File: src/design/twil_pkg.sv
`timescale 1ns / 1ps
// ----------------------------------------------------------------------------
// twil_pkg
// Shared types and constants for the trie word insert and lookup block.
// ----------------------------------------------------------------------------
package twil_pkg;

    localparam int NODE_COUNT_DEF    = 1024;
    localparam int ALPHABET_SIZE_DEF = 26;

    localparam int LETTER_W  = 5;
    localparam int S_TDATA_W = 8;
    localparam int M_TDATA_W = 8;

    localparam logic KIND_INSERT = 1'b0;
    localparam logic KIND_FIND   = 1'b1;

    // Commands from the controller to the datapath.
    typedef struct packed {
        logic clr_step;
        logic latch;
        logic walk;
        logic mark_take;
        logic emit;
    } t_cmd;

    // Status from the datapath to the controller.
    typedef struct packed {
        logic clear_done;
        logic item_last;
        logic need_mark;
        logic out_free;
    } t_status;

endpackage

File: src/design/twil_ctrl.sv
`timescale 1ns / 1ps
// ----------------------------------------------------------------------------
// twil_ctrl
// Controller: sequences the clearing pass and the steps of each letter.
// ----------------------------------------------------------------------------
module twil_ctrl (
    input  logic              i_clk,
    input  logic              i_rst_n,
    input  logic              i_in_valid,
    output logic              o_in_ready,
    input  twil_pkg::t_status i_status,
    output twil_pkg::t_cmd    o_cmd
);

    typedef enum logic [2:0] {
        S_CLEAR,
        S_IDLE,
        S_WALK,
        S_MARK,
        S_EMIT
    } t_state;

    t_state r_state;
    t_state n_state;
    logic   r_ready;

    always_comb begin
        n_state = r_state;
        o_cmd   = '0;
        case (r_state)
            S_CLEAR: begin
                o_cmd.clr_step = 1'b1;
                if (i_status.clear_done) begin
                    n_state = S_IDLE;
                end
            end
            S_IDLE: begin
                if (i_in_valid && r_ready) begin
                    o_cmd.latch = 1'b1;
                    n_state     = S_WALK;
                end
            end
            S_WALK: begin
                o_cmd.walk = 1'b1;
                if (!i_status.item_last) begin
                    n_state = S_IDLE;
                end else if (i_status.need_mark) begin
                    n_state = S_MARK;
                end else begin
                    n_state = S_EMIT;
                end
            end
            S_MARK: begin
                o_cmd.mark_take = 1'b1;
                n_state         = S_EMIT;
            end
            S_EMIT: begin
                if (i_status.out_free) begin
                    o_cmd.emit = 1'b1;
                    n_state    = S_IDLE;
                end
            end
            default: begin
                n_state = S_IDLE;
            end
        endcase
    end

    always_ff @(posedge i_clk) begin
        if (!i_rst_n) begin
            r_state <= S_CLEAR;
            r_ready <= 1'b0;
        end else begin
            r_state <= n_state;
            r_ready <= (n_state == S_IDLE);
        end
    end

    assign o_in_ready = r_ready;

endmodule

File: config.mk
export PLATFORM = sky130hd
export DESIGN_NAME = twil_ctrl
export DESIGN_NICKNAME = d
export VERILOG_FILES = /design/src/design/twil_pkg.sv /design/src/design/twil_ctrl.sv
export SDC_FILE = /design/constraint.sdc
export NUM_CORES = 1
export LEC_CHECK = 0
export ABC_AREA = 1
export BUFFER_PORTS_ARGS = -buffer_cell sky130_fd_sc_hd__buf_2
export CAP_MARGIN = 30
export CORE_AREA = 2 2 39 41
export CTS_CLUSTER_DIAMETER = 200
export DETAILED_ROUTE_END_ITERATION = 8
export DIE_AREA = 0 0 41 43
export GPL_TIMING_DRIVEN = 0
export PLACE_DENSITY_LB_ADDON = 0.3
export SYNTH_ARGS = -nofsm -noshare
export SYNTH_HDL_FRONTEND = slang
export SYNTH_SLANG_ARGS = --single-unit
export TNS_END_PERCENT = 50
File: constraint.sdc
create_clock -name i_clk -period 1.2 [get_ports i_clk]
set_input_delay 0.06 -clock i_clk [delete_from_list [all_inputs] [get_ports i_clk]]
set_output_delay 0.06 -clock i_clk [all_outputs]
set_load 0.005 [all_outputs]
==> flow_summary.json <==
{
  "status": "complete, no violations",
  "postCtsSetupBuffers": 0,
  "ant_nets": 0,
  "endpoint_kind": "output port",
  "vias_per_cell": 3.890,
  "ctsHoldBuffers": 0,
  "cts_sinks": 4,
  "place_inst": 70,
  "reg2reg_slack_ps": 160,
  "hold_ws_ps": 102.0,
  "required_ps": 1140,
  "numCtsBuffers": 3,
  "die_x_um": 41,
  "antenna_found_initial": 0,
  "worstPathArrival_ps": 1060,
  "cts_root_buf": "clkbuf_4",
  "ff2ff_path_depth": 7,
  "relSlewSlack_pct": 81.68,
  "reg2reg_to": "o_in_ready",
  "grt_start_max_net_pins": 7,
  "hp-class": "in -> reg",
  "drt-initial-drc-count": 4,
  "syn_area_um2": 266.5,
  "port_buffers": 12,
  "die_h_um": 43,
  "final-instance-count-excl-fill": 73,
  "cp_max_fo": 6,
  "register_area_um2": 81.33,
  "synth.avg_cell_area_um2": 6.345,
  "vias": 284,
  "maxCapViolations": 0,
  "initial_core_util_pct": 19.26,
  "synthTopCellsByCount": "inv_1, nand2_1, nor2_1, nor2_2, dfxtp_1",
  "yosysSeqAreaShare_pct": 30.05,
  "finalSetupTns_ps": 0,
  "drt-wirelength-per-cell_um": 7.479,
  "gp_congestion": 0.6488,
  "p_int_uw": 289.5,
  "synthArstFlopShare_pct": 0,
  "cp-endpoint": "o_cmd[3]",
  "synth_nets": 49,
  "area_delta_synth_final_pct": 40.84,
  "routed_wl_um": 546,
  "cts_tree": "yes",
  "synth_top_area_cell": "dfxtp_1",
  "synth_top_area_share_pct": 30.05,
  "synth-edff-count": 0,
  "max_clock_freq_mhz": 893.6,
  "power_frac_seq_pct": 38.9,
  "switching_share_pct": 26.21,
  "dr.pass1.iters": 2,
  "p_per_area_nw_per_um2": 1045,
  "synth.distinct_cells": 14,
  "synthTopCellsByArea": "dfxtp_1, nor2_2, inv_1, nand2_1, nor2_1",
  "num_rows": 14,
  "design_power_total_uw": 392.4,
  "multi_input_area_um2": 157.7,
  "comb_power_share_pct": 19.2,
  "rr_startpoint": "r_state[1]",
  "cts_buffer_depth": 2,
  "track_usage_pct": 9.137,
  "pwr-share-clk_pct": 41.9,
  "grt_pass1_wl_um": 979,
  "peakVddDrop_uv": 313.3,
  "core-area_um2": 1384,
  "path_class": "reg -> out",
  "post-route-period-util_pct": 93.26,
  "synth_seq_cells": 4,
  "tightest_slew_ps": 274.4,
  "synth_ff_type": "dfxtp_1",
  "io_pins": 13,
  "p_leak_uw": 0.0002112,
  "period_minus_slack_ps": 1119,
  "fin_nets": 66,
  "grt_pass1_vias": 274,
  "cts.clk_slew.worst_paths_ps": 40,
  "start_kind": "flop",
  "htreeDepth": 1,
  "hold_viol": 0,
  "n_fill_cell": 166,
  "drive_gt1_share_pct": 49.12,
  "hpwl_um": 472.5,
  "timing_max_transition_violations_final": 0,
  "power_switching_uw": 102.8,
  "yosysWarningCount": 0,
  "rsz0062_at_grt": "no",
  "syn_inst": 42,
  "clock_latency_ps": 230,
  "setup_viol": 0,
  "dieArea_um2": 1763,
  "drc": 0,
  "critPathLaunch": "r_state[1]",
  "grt_overflow": 0,
  "antennaDiodeCount": 0,
  "fin_skew_ps": 5.639
}
[layer usage]
| metal | wire length (um) | vias up | part of all wire, % | track usage (%) |
|---|---|---|---|---|
| li1 | - | 156 | - | - |
| met1 | 205 | 121 | 38 | 9.325 |
| met2 | 301 | 5 | 55 | 11.88 |
| met3 | 28 | 2 | 5.1 | 3.141 |
| met4 | 10 | 0 | 1.8 | 12.00 |
| met5 | 0 | - | 0 | 0 |
[registers in the layout, summed over array words and instances, names as in the netlist]
| register | flops |
|---|---|
| o_in_ready | 1 |
| r_state | 3 |
[power by group through the flow]
stage / logic [uW] / clock network (uW) / registers, uW
finish: 75.5 / 164 / 153
detailed placement: 74.7 / 0 / 152
floorplan: 48.5 / 0 / 152
global placement: 73.7 / 0 / 153
global route: 87.5 / 185 / 154
CTS: 75.3 / 175 / 150
[stage by stage]
stage	setup WS [ps]	utilization, %	instance area [um2]
floorplan	263.2	-	266.5
global placement	174.7	25.05	346.6
detailed placement	179.8	25.05	346.6
CTS	57.53	26.67	369.1
global route	24.23	27.12	375.4
finish	80.89	27.12	375.4
[area by class of cell]
cell class,count,share of cell area (%)
multi-input cells,29,42.00
clock buffers,3,6.000
well taps,16,5.333
flip-flops and latches,4,21.67
inverters,9,9.000
repair buffers,12,16.00
[worst max-delay path, cell delays in order (launching register included)]
cell	delay [ps]
dfxtp_1	370
inv_2	80
nand3_2	90
nor2_2	150
buf_2	140
[cells by family (layout without fill, tap and decap cells)]
group	count (synthesis)	in the layout	synth area share (%)
flops	4	4	30.05
buf+inv	9	24	12.68
simple gates	26	26	50.24
compound gates	3	3	7.039
[repair_timing]
action                                  4_1_cts  5_1_grt
endpoints found under the setup margin        0        1
hold endpoints to repair                      0        0
gates resized for setup                       0        2
[cells in the final DEF, fill, tap and decap left out]
master,synthesis,layout
nor3_1,1,1
inv_1,7,7
inv_2,2,2
a21oi_1,1,1
nand2_2,1,1
nor2_2,6,5
dfxtp_1,4,3
nand3_1,3,3
nor2_4,1,2
nand2_1,7,7
nor2_1,6,6
a21oi_2,1,1
dfxtp_2,0,1
clkbuf_4,0,3
nand3_2,1,1
o21ai_1,1,1
buf_2,0,12
[worst min path at each step]
stage / start / endpoint / slack (ps) / depth (start not counted)
after floorplan: i_rst_n / o_in_ready / 230 / 2
after global placement: i_rst_n / r_state[2] / 340 / 3
after detailed placement: i_rst_n / o_in_ready / 340 / 3
after CTS: i_rst_n / o_in_ready / 100 / 3
after global routing: i_rst_n / o_in_ready / 140 / 3
final: i_rst_n / o_in_ready / 100 / 3
Note: power is estimated with default switching activity, not from simulation.
